==> src/hdl/sbpm_pkg.sv <==
// ----------------------------------------------------------------------------
// sbpm_pkg - shared types and constants
// Defaults, register codes, sequencer states and inter-module structs for
// the band peak meter.
// ----------------------------------------------------------------------------
package sbpm_pkg;

	localparam int LED_COUNT_DEF     = 128;
	localparam int MAX_BAND_BINS_DEF = 1024;
	localparam int FRAC_BITS_DEF     = 16;

	localparam logic [7:0] DECAY_RST      = 8'd230;
	localparam logic [7:0] MIN_BRIGHT_RST = 8'd32;

	// register select (paddr[2])
	localparam logic REG_DECAY      = 1'b0;
	localparam logic REG_MIN_BRIGHT = 1'b1;

	// floor(x/100) = (x*DIV100_MUL) >> DIV100_SHIFT for x < 2^15
	localparam int DIV100_MUL   = 41944;
	localparam int DIV100_SHIFT = 22;

	typedef enum logic [2:0] {
		ST_CLEAR,
		ST_IDLE,
		ST_DIV,
		ST_COLOR,
		ST_WAIT_OUT,
		ST_PEAK
	} seq_state_t;

	typedef struct packed {
		logic [7:0] color;
		logic [7:0] target;
	} color_res_t;

	typedef struct packed {
		logic [7:0] target;
		logic [7:0] decay;
		logic [7:0] floor_lvl;
	} peak_req_t;

endpackage

==> src/hdl/sbpm_div.sv <==
// ----------------------------------------------------------------------------
// sbpm_div - band power divider
// Restoring division, one quotient bit a cycle: (sum << FRAC_BITS)/(n*1000).
// ----------------------------------------------------------------------------
module sbpm_div #(
	parameter int FRAC_BITS = sbpm_pkg::FRAC_BITS_DEF,
	parameter int CNT_W     = 11
) (
	input  logic             clk,
	input  logic             arst_n,
	input  logic             start,
	input  logic [31:0]      sum,
	input  logic [CNT_W-1:0] count,
	output logic             done,
	output logic [31:0]      quot
);
	import sbpm_pkg::*;

	localparam int NUM_W  = 32 + FRAC_BITS;
	localparam int DEN_W  = CNT_W + 10;
	localparam int ITER_W = $clog2(NUM_W + 1);

	logic [NUM_W-1:0]  num_q;
	logic [DEN_W-1:0]  rem_q, den_q;
	logic [DEN_W:0]    shifted;
	logic [DEN_W:0]    diff;
	logic              qbit;
	logic [ITER_W-1:0] iter_q;
	logic              busy_q, done_q;

	assign shifted = {rem_q, num_q[NUM_W-1]};
	assign diff    = shifted - {1'b0, den_q};
	assign qbit    = (shifted >= {1'b0, den_q});

	always_ff @(posedge clk or negedge arst_n) begin
		if (!arst_n) begin
			busy_q <= 1'b0;
			done_q <= 1'b0;
			iter_q <= '0;
		end else begin
			done_q <= 1'b0;
			if (start) begin
				busy_q <= 1'b1;
				iter_q <= ITER_W'(NUM_W);
			end else if (busy_q) begin
				iter_q <= iter_q - ITER_W'(1);
				if (iter_q == ITER_W'(1)) begin
					busy_q <= 1'b0;
					done_q <= 1'b1;
				end
			end
		end
	end

	always_ff @(posedge clk) begin
		if (start) begin
			num_q <= {sum, FRAC_BITS'(0)};
			rem_q <= '0;
			den_q <= DEN_W'(count) * DEN_W'(1000);
		end else if (busy_q) begin
			num_q <= {num_q[NUM_W-2:0], qbit};
			rem_q <= qbit ? diff[DEN_W-1:0] : shifted[DEN_W-1:0];
		end
	end

	assign done = done_q;
	assign quot = (|num_q[NUM_W-1:32]) ? 32'hFFFF_FFFF : num_q[31:0];

endmodule

==> config.mk <==
export PLATFORM = sky130hd
export DESIGN_NAME = sbpm_div
export DESIGN_NICKNAME = d
export VERILOG_FILES = /design/src/hdl/sbpm_pkg.sv /design/src/hdl/sbpm_div.sv
export SDC_FILE = /design/constraint.sdc
export NUM_CORES = 1
export LEC_CHECK = 0
export BUFFER_PORTS_ARGS = -buffer_cell sky130_fd_sc_hd__buf_4
export CAP_MARGIN = 20
export CORE_MARGIN = 2
export CORE_UTILIZATION = 30
export CTS_BUF_LIST = sky130_fd_sc_hd__clkbuf_2 sky130_fd_sc_hd__clkbuf_4 sky130_fd_sc_hd__clkbuf_8
export DETAILED_ROUTE_END_ITERATION = 12
export PLACE_DENSITY = 0.56
export SLEW_MARGIN = 20
export SYNTH_ARGS = -nofsm -noshare
export SYNTH_HDL_FRONTEND = slang
export SYNTH_SLANG_ARGS = --single-unit
export TNS_END_PERCENT = 5
==> constraint.sdc <==
create_clock -name clk -period 3.6 [get_ports clk]
set_input_delay 0.36 -clock clk [delete_from_list [all_inputs] [get_ports clk]]
set_output_delay 0.36 -clock clk [all_outputs]
set_load 0.01 [all_outputs]
==> results of run 1 <==
-- cell type report --
cell class / count / area (µm²) / share of cell area
sequential: 95 / 2444 / 0.2878
tap: 285 / 356.6 / 0.04199
clock buffer: 9 / 123.9 / 0.01459
multi-input combinational: 479 / 4238 / 0.4990
timing repair buffer: 125 / 955.9 / 0.1126
clock inverter: 7 / 66.31 / 0.007809
inverter: 79 / 307.8 / 0.03625
-- layout by cell type, fill, tap and decap left out, types with 4 or more instances in the layout --
cell type / n
sky130_fd_sc_hd__inv_2: 6
sky130_fd_sc_hd__nand2_1: 23
sky130_fd_sc_hd__nor3_1: 10
sky130_fd_sc_hd__o21a_1: 7
sky130_fd_sc_hd__a21oi_2: 4
sky130_fd_sc_hd__xnor2_1: 16
sky130_fd_sc_hd__o21ai_1: 6
sky130_fd_sc_hd__o21ai_0: 10
sky130_fd_sc_hd__ha_1: 57
sky130_fd_sc_hd__ha_4: 6
sky130_fd_sc_hd__dfrtp_1: 7
sky130_fd_sc_hd__fa_1: 32
sky130_fd_sc_hd__a22o_1: 33
sky130_fd_sc_hd__nor2b_1: 5
sky130_fd_sc_hd__xor2_1: 9
sky130_fd_sc_hd__nor4_1: 4
sky130_fd_sc_hd__inv_1: 70
sky130_fd_sc_hd__buf_4: 121
sky130_fd_sc_hd__clkbuf_8: 9
sky130_fd_sc_hd__dfxtp_1: 37
sky130_fd_sc_hd__nand3_1: 6
sky130_fd_sc_hd__nand4_1: 5
sky130_fd_sc_hd__or3_1: 4
sky130_fd_sc_hd__or2_2: 33
sky130_fd_sc_hd__nand2b_1: 10
sky130_fd_sc_hd__a21o_1: 9
sky130_fd_sc_hd__and3_1: 5
sky130_fd_sc_hd__a211oi_1: 12
sky130_fd_sc_hd__a21oi_1: 24
sky130_fd_sc_hd__mux2i_1: 31
sky130_fd_sc_hd__nor2_1: 60
sky130_fd_sc_hd__edfxtp_1: 50
sky130_fd_sc_hd__clkinvlp_4: 4
-- power groups by stage --
stage / Combinational [µW] / Clock, µW / Sequential [µW]
2_1_floorplan: 1670 / 0 / 1430
3_3_place_gp: 2290 / 0 / 1440
3_5_place_dp: 2300 / 0 / 1450
4_1_cts: 2420 / 725 / 1420
5_1_grt: 2800 / 763 / 1440
6_report: 2460 / 690 / 1420
-- routing by layer --
metal	vias up	part of all wire
met3	11	0.019
met4	0	0.011
met2	42	0.49
met1	2358	0.48
met5	-	0
li1	2605	-
-- critical path: stages --
cell and delay (ns):
sky130_fd_sc_hd__buf_8 0.08, sky130_fd_sc_hd__clkinvlp_4 0.13, sky130_fd_sc_hd__fa_1 0.50, sky130_fd_sc_hd__fa_1 0.49, sky130_fd_sc_hd__inv_1 0.05, sky130_fd_sc_hd__fa_1 0.48
sky130_fd_sc_hd__inv_1 0.05, sky130_fd_sc_hd__fa_2 0.52, sky130_fd_sc_hd__inv_2 0.04, sky130_fd_sc_hd__ha_4 0.14, sky130_fd_sc_hd__and2_4 0.14, sky130_fd_sc_hd__a31oi_4 0.14
sky130_fd_sc_hd__nor4b_4 0.22, sky130_fd_sc_hd__a21oi_2 0.09, sky130_fd_sc_hd__buf_4 0.13, sky130_fd_sc_hd__buf_4 0.12, sky130_fd_sc_hd__xor2_1 0.13
-- stage by stage --
stage	std cells	area [µm²]	setup slack [ns]	utilization
2_1_floorplan	678	7048	-0.2542	-
3_3_place_gp	1060	8198	-0.5445	0.3621
3_5_place_dp	1060	8198	-0.5801	0.3621
4_1_cts	1078	8453	-0.07697	0.3734
5_1_grt	1079	8492	-0.1985	0.3751
6_report	1079	8492	-0.09819	0.3751
-- logic make-up (layout without fill, tap and decap cells) --
logic type	after synthesis	count (layout)
compound gates	138	138
xor+xnor	25	25
fa+ha+maj	98	98
simple gates	186	186
buf+inv	104	220
mux	32	32
flops	95	95
-- state kept, by name (all words and copies together), names as in the netlist --
name / count
busy_q: 1
iter_q: 6
den_q: 18
rem_q: 21
done: 1
num_q: 48
-- Yosys cell counts (all sizes together), types with 13 or more instances --
cell type,number
clkbuf,14
inv,79
ha,63
edfxtp,50
fa,35
a22o,33
a211oi,13
nor2,60
mux2i,31
o21ai,19
nand2,23
or2,34
a21oi,28
xnor2,16
dfxtp,37
-- timing repair --
item,in CTS,in global routing
hold buffers,1,0
buffers inserted,1,1
setup endpoints to repair,4,6
gates cloned,0,0
pin swaps,10,5
hold endpoints to repair,8,0
gates resized for setup,12,10
-- worst paths after layout --
path / startpoint / to / slack, ns / cells after the start
min reg2reg: rem_q[16]$_SDFFE_PP0P_ / rem_q[16]$_SDFFE_PP0P_ / 0.49 / 2
min in group asynchronous: arst_n / iter_q[4]$_DFFE_PN0P_ / 0.36 / 2
max reg2reg: den_q[16]$_DFFE_PP_ / rem_q[17]$_SDFFE_PP0P_ / 0.61 / 9
max in group asynchronous: arst_n / iter_q[0]$_DFFE_PN0P_ / 3.10 / 2
max: count[5] / den_q[17]$_DFFE_PP_ / -0.1 / 17
min: sum[30] / num_q[46]$_DFFE_PP_ / 0.27 / 3
==> load_flow_metrics.sql, run 1 <==
INSERT INTO impl_metrics (metric_group, metric, value, unit) VALUES
('status', 'status', 'finished, violations left', ''),
('status', 'violations', 'negative setup slack', ''),
('clock_tree', 'cts_root_buffer', 'sky130_fd_sc_hd__clkbuf_8', ''),
('global_routing', 'first_global_vias', '5178', ''),
('routing', 'drt-wirelength-per-cell', '13.51', 'µm'),
('power', 'finalPower', '4569', 'µW'),
('setup_path', 'timing.critical_path.to_type', 'flop', ''),
('synthesis', 'synth_ff_type', 'sky130_fd_sc_hd__edfxtp_1', ''),
('synthesis', 'synthSimpleGateAreaFrac', '0.1444', ''),
('routing', 'detail_route.drc_violations', '0', ''),
('synthesis', 'synthDistinctLibCells', '65', ''),
('min_path', 'worstHoldPathType', 'in -> reg', ''),
('setup_path', 'critPathKind', 'in -> reg', ''),
('placement', 'buffer_ports.inserted', '78', ''),
('global_routing', 'initial_antenna_violation_count', '0', ''),
('power', 'power.share.switching', '0.3648', ''),
('clock_tree', 'worst_skew_pair.late_latency', '0.37', 'ns'),
('global_routing', 'gr-usage-met2', '0.2151', ''),
('clock_tree', 'cts.path.max_buffers', '2', ''),
('clock_tree', 'tritoncts', 'built', ''),
('sta', 'fin_ws', '-0.09819', 'ns'),
('sta', 'final-setup-viol-count', '3', ''),
('synthesis', 'post_synth_xor_area_fraction', '0.03158', ''),
('global_routing', 'globalRoute.totalOverflow', '0', ''),
('die', 'total_die_area', '0.02435', 'mm²'),
('synthesis', 'synth.yosys.warnings', '0', ''),
('synthesis', 'synth-seq-cells', '95', ''),
('synthesis', 'adder_cell_share_of_the_synthesized_area', '0.2147', ''),
('sta', 'worst_hold_slack', '0.2661', 'ns'),
('routing', 'finalWirelength', '14.57', 'mm'),
('finish', 'antenna-diode-count', '0', ''),
('synthesis', 'synthTopCellsByArea', 'sky130_fd_sc_hd__edfxtp_1, sky130_fd_sc_hd__ha_1, sky130_fd_sc_hd__dfxtp_1', ''),
('power', 'irDropWorstVdd', '0.2783', 'mV'),
('sta', 'setup_repair_after_global_routing_missed_its_margin', 'yes', ''),
('finish', 'synthToLayoutAreaGrowth', '22.46', '%'),
('placement', 'place.gp.congestion', '0.7467', ''),
('routing', 'drt-pass1-iter-count', '4', ''),
('global_routing', 'grt_pass1_wl', '24.90', 'mm'),
('clock_tree', 'clock-sinks', '95', ''),
('synthesis', 'syn_nets', '822', ''),
('die', 'design.core.area', '0.02264', 'mm²'),
('synthesis', 'synth_top_area_cell', 'sky130_fd_sc_hd__edfxtp_1', ''),
('synthesis', 'synth_top_family_by_area', 'adder cells', ''),
('power', 'power_frac_seq', '0.311', ''),
('synthesis', 'synthArstFlopShare', '0.08421', ''),
('power', 'p_comb_frac', '0.538', ''),
('finish', 'final_net_count', '933', ''),
('routing', 'routed-via-count', '5016', ''),
('clock_tree', 'cts-buffers-inserted', '9', ''),
('sta', 'report.final.slew_viol_count', '0', ''),
('clock_tree', 'h-tree-depth', '3', ''),
('synthesis', 'synth_compound_area_frac', '0.1492', ''),
('placement', 'dpl.hpwl', '11.09', 'mm'),
('die', 'initial_utilization', '0.3063', ''),
('synthesis', 'synthCells', '678', ''),
('die', 'die_width', '156.0', 'µm'),
('routing', 'viasPerCell', '4.649', ''),
('sta', 'final-hold-violation-count', '0', ''),
('sta', 'clock_skew', '0.01340', 'ns'),
('run', 'max_cap_violations', '0', ''),
('die', 'rows', '55', ''),
('global_routing', 'grt.busiest_layer', 'met2', ''),
('finish', 'drive_above_1_share', '0.2771', ''),
('setup_path', 'timing.critical_path.arrival', '3.82', 'ns'),
('die', 'fp.dieH', '156.0', 'µm'),
('global_routing', 'grt_max_degree', '63', ''),
('sta', 'timing.final.crit_period', '3.698', 'ns'),
('power', 'power.share.clock', '0.151', ''),
('global_routing', 'globalRouteMet1Util', '0.1648', ''),
('synthesis', 'ys_seq_area_frac', '0.3522', ''),
('synthesis', 'synthesis.area', '0.006934', 'mm²');
No activity file was read; power rests on OpenSTA's default activity.
==> inputs of run 2 (changes only) <==
--- a/config.mk
+++ b/config.mk
@@ -12,6 +12,7 @@
 export CTS_BUF_LIST = sky130_fd_sc_hd__clkbuf_2 sky130_fd_sc_hd__clkbuf_4 sky130_fd_sc_hd__clkbuf_8
 export DETAILED_ROUTE_END_ITERATION = 12
 export PLACE_DENSITY = 0.56
+export REMOVE_ABC_BUFFERS = 1
 export SLEW_MARGIN = 20
 export SYNTH_ARGS = -nofsm -noshare
 export SYNTH_HDL_FRONTEND = slang
==> load_flow_metrics.sql, run 2 (same netlist as run 1, synthesis figures left out) <==
INSERT INTO impl_metrics (metric_group, metric, value, unit) VALUES
('placement', 'worst_setup_slack_post_dpl', '-0.7999', 'ns'),
('clock_tree', 'clock-sinks', '95', ''),
('routing', 'detail_route.drc_violations', '0', ''),
('routing', 'routed-via-count', '5094', ''),
('setup_path', 'critical-path-slowest-cell', 'sky130_fd_sc_hd__fa_1', ''),
('global_routing', 'first_global_vias', '5123', ''),
('power', 'powerDensity', '550.4', 'mW/mm²'),
('power', 'finalPower', '4700', 'µW'),
('placement', 'place.gp.congestion', '0.7905', ''),
('setup_path', 'worst_ep_required_time', '3.74', 'ns'),
('finish', 'antenna-diode-count', '0', ''),
('setup_path', 'critical_path.cell_chain', 'buf_4 > inv_2 > fa_1 > fa_1 > fa_1 > fa_1 > inv_1 > ha_2 > o21a_1 > o21a_1 > nand4_1 > a21oi_2 > a21o_1 > a21oi_2 > xnor2_1', ''),
('placement', 'buffer_ports.inserted', '78', ''),
('clock_tree', 'cts.path.max_buffers', '2', ''),
('routing', 'finalWirelength', '14.75', 'mm'),
('sta', 'timing.final.crit_period', '3.661', 'ns'),
('finish', 'postLayoutCoreUtil', '0.3771', ''),
('power', 'switching_power', '1702', 'µW'),
('power', 'p_comb_frac', '0.536', ''),
('sta', 'tightest_slew', '0.9925', 'ns'),
('global_routing', 'grt_max_degree', '61', ''),
('clock_tree', 'clock_pin_slew_on_the_worst_setup_and_hold_paths', '0.10', 'ns'),
('die', 'design.core.area', '0.02264', 'mm²'),
('setup_path', 'path_buf_inv', '3', ''),
('routing', 'm1WireLength', '7.235', 'mm'),
('finish', 'largest_register_ffs', '48', ''),
('die', 'rows', '55', ''),
('finish', 'synthToLayoutAreaGrowth', '23.13', '%'),
('clock_tree', 'worst_skew_pair.late_latency', '0.39', 'ns'),
('sta', 'fin_setup_tns', '-0.1339', 'ns'),
('finish', 'max_flop_register', 'num_q', ''),
('global_routing', 'initial_antenna_violation_count', '0', ''),
('setup_path', 'slowest_delay', '0.55', 'ns'),
('finish', 'drive_above_1_share', '0.2800', ''),
('min_path', 'worstHoldPathType', 'in -> reg', ''),
('setup_path', 'critPathKind', 'in -> reg', ''),
('placement', 'dpl-instance-area', '0.008122', 'mm²'),
('power', 'power_internal', '2998', 'µW'),
('setup_path', 'critPathMaxFanout', '3', ''),
('routing', 'drt-wirelength-per-cell', '13.59', 'µm'),
('finish', 'final_net_count', '939', ''),
('setup_path', 'timing.critical_path.arrival', '3.80', 'ns'),
('sta', 'setup_repair_after_global_routing_missed_its_margin', 'yes', ''),
('finish', 'layout_commonest_cell', 'sky130_fd_sc_hd__buf_4', ''),
('setup_path', 'timing.critical_path.to_type', 'flop', ''),
('placement', 'dpl.hpwl', '11.10', 'mm'),
('sta', 'clock_skew', '0.01375', 'ns'),
('sta', 'fin_ws', '-0.06111', 'ns'),
('finish', 'multi_input_area', '0.004227', 'mm²'),
('routing', 'postRouteAntennaNets', '0', ''),
('die', 'floorplan.io_pins', '79', ''),
('routing', 'length_of_routed_met3_wiring', '238', 'µm'),
('routing', 'highest_layer', 'met4', ''),
('clock_tree', 'tritoncts', 'built', ''),
('power', 'power.share.clock', '0.161', ''),
('finish', 'final.fill_count', '2245', ''),
('status', 'violations', 'negative setup slack', ''),
('die', 'die_width', '156.0', 'µm'),
('routing', 'drt-pass1-iter-count', '4', ''),
('sta', 'slew-limit-headroom', '0.3383', ''),
('finish', 'mostFrequentLayoutCells', 'sky130_fd_sc_hd__buf_4, sky130_fd_sc_hd__inv_1, sky130_fd_sc_hd__nor2_1', ''),
('status', 'status', 'finished, violations left', ''),
('sta', 'final-setup-viol-count', '3', ''),
('setup_path', 'crit_top_cell', 'sky130_fd_sc_hd__fa_1', ''),
('routing', 'drtIter0Drc', '300', ''),
('finish', 'top_registers', 'num_q (48), rem_q (21), den_q (18)', ''),
('setup_path', 'worstSetupStartpointType', 'primary input', ''),
('sta', 'min_period_over_period', '1.017', ''),
('sta', 'final-hold-violation-count', '0', ''),
('global_routing', 'track_usage', '0.1266', ''),
('power', 'power.static_leakage', '0.003870', 'µW'),
('clock_tree', 'h-tree-depth', '3', ''),
('finish', 'final_instance_area', '0.008538', 'mm²'),
('die', 'total_die_area', '0.02435', 'mm²'),
('clock_tree', 'cts_root_buffer', 'sky130_fd_sc_hd__clkbuf_8', ''),
('setup_path', 'largest_delay_contributor_family_on_the_critical_path', 'adder cells', ''),
('run', 'max_cap_violations', '0', ''),
('global_routing', 'grt_pass1_wl', '25.22', 'mm'),
('power', 'power_frac_seq', '0.303', ''),
('routing', 'met2_wirelength_from_detailed_routing', '7.029', 'mm'),
('sta', 'report.final.slew_viol_count', '0', ''),
('die', 'initial_utilization', '0.3063', ''),
('sta', 'timing.fmax', '273.1', 'MHz'),
('routing', 'viasPerCell', '4.695', ''),
('finish', 'register_cell_area_after_layout', '0.002444', 'mm²'),
('die', 'fp.dieH', '156.0', 'µm'),
('power', 'power.share.switching', '0.3621', ''),
('power', 'irDropWorstVdd', '0.2728', 'mV'),
('global_routing', 'globalRoute.totalOverflow', '0', ''),
('clock_tree', 'cts-buffers-inserted', '9', '');
## run 2: changes by cell type in the layout (fill, tap and decap cells not counted), sizes merged
cell,previous run,this run
buf,124,130
clkinvlp,5,1
inv,79,82
bufinv,0,1
## run 2: metal layers
layer | vias up | global-route usage
li1 | 2613 | -
met1 | 2421 | 0.1737
met2 | 45 | 0.2065
met3 | 15 | 0.01639
met4 | 0 | 0.04238
met5 | - | 0
## run 2: worst paths after layout
| kind | startpoint | to | slack (ns) | cells past startpoint |
|---|---|---|---|---|
| setup / recovery | count[2] | den_q[19]$_DFFE_PP_ | -0.06 | 15 |
| hold / removal | sum[30] | num_q[46]$_DFFE_PP_ | 0.25 | 3 |
| setup reg to reg | den_q[16]$_DFFE_PP_ | rem_q[17]$_SDFFE_PP0P_ | 0.68 | 9 |
| hold reg to reg | rem_q[16]$_SDFFE_PP0P_ | rem_q[16]$_SDFFE_PP0P_ | 0.48 | 2 |
| max in group asynchronous | arst_n | busy_q$_DFF_PN0_ | 3.13 | 2 |
| min in group asynchronous | arst_n | busy_q$_DFF_PN0_ | 0.33 | 2 |
## run 2: power by group through the flow
stage / clock network [µW] / registers, µW / logic [µW]
floorplan: 0 / 1430 / 1480
global placement: 0 / 1440 / 2100
detailed placement: 0 / 1450 / 2120
CTS: 793 / 1420 / 2440
global route: 834 / 1440 / 2850
finish: 758 / 1420 / 2520
## run 2: cell type report
type                            count  area share
Multi-Input combinational cell    479      0.4950
Clock buffer                        9     0.01451
Timing Repair Buffer              131      0.1168
Clock inverter                      7     0.01011
Inverter                           79     0.03561
Sequential cell                    95      0.2862
Tap cell                          285     0.04176
## run 2: tightest hold or removal path, delay by kind of cell
family                 cells  cell delay [ns]
AO/OA/AOI/OAI              1             0.05
buffers and inverters      1             0.08
AND/OR/NAND/NOR            1             0.03
## run 2: timing repair
action | 4_1_cts | 5_1_grt
hold buffers | 1 | 0
gates resized for setup | 35 | 9
setup endpoints to repair | 5 | 6
setup buffers | 3 | 0
pin swaps | 20 | 3
hold endpoints to repair | 8 | 0
## run 2: per-stage QoR
| step | hold WS [ns] | std cells |
|---|---|---|
| floorplan | 0.06441 | 653 |
| global placement | 0.1864 | 1065 |
| detailed placement | 0.1869 | 1065 |
| CTS | 0.2274 | 1085 |
| global route | 0.2395 | 1085 |
| finish | 0.2510 | 1085 |
==> inputs of run 3 (changes only) <==
--- a/config.mk
+++ b/config.mk
@@ -7,6 +7,7 @@
 export LEC_CHECK = 0
 export BUFFER_PORTS_ARGS = -buffer_cell sky130_fd_sc_hd__buf_4
 export CAP_MARGIN = 20
+export CORE_ASPECT_RATIO = 1.1
 export CORE_MARGIN = 2
 export CORE_UTILIZATION = 30
 export CTS_BUF_LIST = sky130_fd_sc_hd__clkbuf_2 sky130_fd_sc_hd__clkbuf_4 sky130_fd_sc_hd__clkbuf_8
==> load_flow_metrics.sql, run 3 (same netlist as run 1, synthesis figures left out) <==
INSERT INTO impl_metrics (metric_group, metric, value, unit) VALUES
('setup_path', 'critPathKind', 'in -> reg', ''),
('setup_path', 'worst_ep_required_time', '3.73', 'ns'),
('routing', 'routed-via-count', '5117', ''),
('clock_tree', 'clock_pin_slew_on_the_worst_setup_and_hold_paths', '0.09', 'ns'),
('routing', 'drt-pass1-iter-count', '4', ''),
('routing', 'drtIter0Drc', '279', ''),
('die', 'rows', '58', ''),
('setup_path', 'r2r-end', 'rem_q[17]$_SDFFE_PP0P_', ''),
('finish', 'postLayoutCoreUtil', '0.3774', ''),
('finish', 'max_flop_register', 'num_q', ''),
('placement', 'dpl.hpwl', '10.96', 'mm'),
('setup_path', 'timing.critical_path.to_type', 'flop', ''),
('die', 'fp.dieH', '163.5', 'µm'),
('sta', 'report.final.slew_viol_count', '0', ''),
('finish', 'register_cell_area_after_layout', '0.002444', 'mm²'),
('clock_tree', 'cts_root_buffer', 'sky130_fd_sc_hd__clkbuf_8', ''),
('finish', 'mostFrequentLayoutCells', 'sky130_fd_sc_hd__buf_4, sky130_fd_sc_hd__inv_1, sky130_fd_sc_hd__nor2_1', ''),
('sta', 'timing.final.crit_period', '3.672', 'ns'),
('finish', 'layout_commonest_cell', 'sky130_fd_sc_hd__buf_4', ''),
('setup_path', 'endpoint', 'den_q[19]$_DFFE_PP_', ''),
('die', 'die_width', '149.0', 'µm'),
('setup_path', 'reg2reg_from', 'den_q[16]$_DFFE_PP_', ''),
('run', 'max_cap_violations', '0', ''),
('finish', 'synthToLayoutAreaGrowth', '24.02', '%'),
('routing', 'viasPerCell', '4.669', ''),
('placement', 'dpl-instance-area', '0.008110', 'mm²'),
('finish', 'drive_above_1_share', '0.2839', ''),
('global_routing', 'track_usage', '0.1282', ''),
('sta', 'setup_repair_after_global_routing_missed_its_margin', 'yes', ''),
('global_routing', 'grt_max_degree', '60', ''),
('finish', 'final_instance_area', '0.008600', 'mm²'),
('placement', 'buffer_ports.inserted', '78', ''),
('status', 'status', 'finished, violations left', ''),
('routing', 'finalWirelength', '14.89', 'mm'),
('finish', 'final_net_count', '935', ''),
('clock_tree', 'worst_skew_pair.late_latency', '0.38', 'ns'),
('routing', 'detail_route.drc_violations', '0', ''),
('global_routing', 'first_global_vias', '5254', ''),
('die', 'design.core.area', '0.02279', 'mm²'),
('sta', 'tightest_slew', '1.023', 'ns'),
('finish', 'antenna-diode-count', '0', ''),
('sta', 'final-setup-viol-count', '3', ''),
('sta', 'clock_skew', '0.01468', 'ns'),
('finish', 'multi_input_area', '0.004265', 'mm²'),
('finish', 'largest_register_ffs', '48', ''),
('setup_path', 'reg2regPathDepth', '9', ''),
('global_routing', 'globalRoute.totalOverflow', '0', ''),
('setup_path', 'worstSetupStartpointType', 'primary input', ''),
('placement', 'place.gp.congestion', '0.7548', ''),
('finish', 'top_registers', 'num_q (48), rem_q (21), den_q (18)', ''),
('global_routing', 'initial_antenna_violation_count', '0', ''),
('routing', 'postRouteAntennaNets', '0', ''),
('sta', 'timing.fmax', '272.4', 'MHz'),
('placement', 'worst_setup_slack_post_dpl', '-0.8766', 'ns'),
('power', 'power.static_leakage', '0.003865', 'µW'),
('sta', 'slew-limit-headroom', '0.3181', ''),
('finish', 'final.fill_count', '2313', ''),
('sta', 'fin_setup_tns', '-0.1553', 'ns'),
('die', 'floorplan.io_pins', '79', ''),
('setup_path', 'critPathMaxFanout', '3', ''),
('sta', 'fin_ws', '-0.07171', 'ns'),
('setup_path', 'launch_point_of_the_critical_path', 'count[4]', ''),
('min_path', 'worstHoldPathType', 'in -> reg', ''),
('routing', 'drt-wirelength-per-cell', '13.58', 'µm'),
('die', 'total_die_area', '0.02435', 'mm²'),
('power', 'powerDensity', '560.1', 'mW/mm²'),
('clock_tree', 'h-tree-depth', '3', ''),
('setup_path', 'timing.critical_path.arrival', '3.81', 'ns'),
('clock_tree', 'cts-buffers-inserted', '9', ''),
('clock_tree', 'clock-sinks', '95', ''),
('status', 'violations', 'negative setup slack', ''),
('sta', 'final-hold-violation-count', '0', ''),
('power', 'irDropWorstVdd', '0.2453', 'mV'),
('clock_tree', 'cts.path.max_buffers', '2', ''),
('global_routing', 'grt_pass1_wl', '25.31', 'mm'),
('clock_tree', 'tritoncts', 'built', ''),
('setup_path', 'worst_reg_to_reg_setup_slack', '0.62', 'ns'),
('die', 'initial_utilization', '0.3043', ''),
('sta', 'min_period_over_period', '1.020', '');
## run 3: cell count changes in the layout (fill, tap and decap cells not counted), moves of 2 or more
| cell | previous run | this run |
|---|---|---|
| sky130_fd_sc_hd__buf_4 | 127 | 123 |
| sky130_fd_sc_hd__ha_4 | 5 | 8 |
| sky130_fd_sc_hd__inv_1 | 71 | 68 |
| sky130_fd_sc_hd__buf_6 | 3 | 1 |
| sky130_fd_sc_hd__buf_8 | 0 | 2 |
| sky130_fd_sc_hd__ha_1 | 57 | 55 |
| sky130_fd_sc_hd__inv_2 | 5 | 7 |
| sky130_fd_sc_hd__inv_6 | 1 | 3 |
| sky130_fd_sc_hd__inv_8 | 2 | 0 |
## run 3: cell type report
class / count / share of cell area
repair buffers: 127 / 0.1133
well taps: 300 / 0.04365
clock buffers: 11 / 0.01688
flip-flops and latches: 95 / 0.2842
multi-input cells: 479 / 0.4960
inverters: 79 / 0.03594
clock inverters: 5 / 0.01004
## run 3: what timing repair did
action	4_1_cts	5_1_grt
hold endpoints to repair	8	0
buffers inserted	3	0
setup endpoints to repair	5	6
cloned	0	0
resized for setup	47	6
pin swaps	33	4
hold buffers	1	0
## run 3: how the worst min path moves through the flow
stage               startpoint             endpoint  slack [ns]  cells past startpoint
floorplan               arst_n     busy_q$_DFF_PN0_        0.06                      0
global placement        arst_n       done$_DFF_PN0_        0.19                      1
detailed placement      arst_n       done$_DFF_PN0_        0.19                      1
CTS                     sum[9]  num_q[25]$_DFFE_PP_        0.25                      2
global route           sum[28]  num_q[44]$_DFFE_PP_        0.26                      2
finish                 sum[30]  num_q[46]$_DFFE_PP_        0.27                      3
## run 3: metal layers
layer / up-vias / part of all wire / wire, µm / track usage
li1: 2605 / - / - / -
met1: 2442 / 0.46 / 6883 / 0.1631
met2: 53 / 0.50 / 7392 / 0.2218
met3: 17 / 0.021 / 309 / 0.01480
met4: 0 / 0.020 / 299 / 0.05065
met5: - / 0 / 0 / 0
## run 3: worst max-delay path, cell delays in order
cell and delay, ns:
sky130_fd_sc_hd__buf_8 0.08, sky130_fd_sc_hd__inv_6 0.04, sky130_fd_sc_hd__fa_1 0.48, sky130_fd_sc_hd__fa_1 0.51, sky130_fd_sc_hd__inv_2 0.04, sky130_fd_sc_hd__fa_1 0.49
sky130_fd_sc_hd__inv_2 0.04, sky130_fd_sc_hd__fa_1 0.56, sky130_fd_sc_hd__inv_2 0.06, sky130_fd_sc_hd__ha_4 0.15, sky130_fd_sc_hd__and2_4 0.14, sky130_fd_sc_hd__a31oi_4 0.15
sky130_fd_sc_hd__nor4b_4 0.23, sky130_fd_sc_hd__a21oi_2 0.09, sky130_fd_sc_hd__a21o_1 0.17, sky130_fd_sc_hd__a21oi_2 0.13, sky130_fd_sc_hd__xnor2_1 0.08
## run 3: power by group
part,internal (µW),switching (µW),total (µW)
logic,1320,1250,2570
registers,1370,58.1,1420
clock network,425,399,824
total,3110,1700,4820
## run 3: stage by stage
step | power (µW) | cells | hold WS (ns)
2_1_floorplan | 2905 | 653 | 0.06441
3_3_place_gp | 3526 | 1076 | 0.1860
3_5_place_dp | 3554 | 1076 | 0.1869
4_1_cts | 4799 | 1096 | 0.2456
5_1_grt | 5213 | 1096 | 0.2569
6_report | 4816 | 1096 | 0.2677
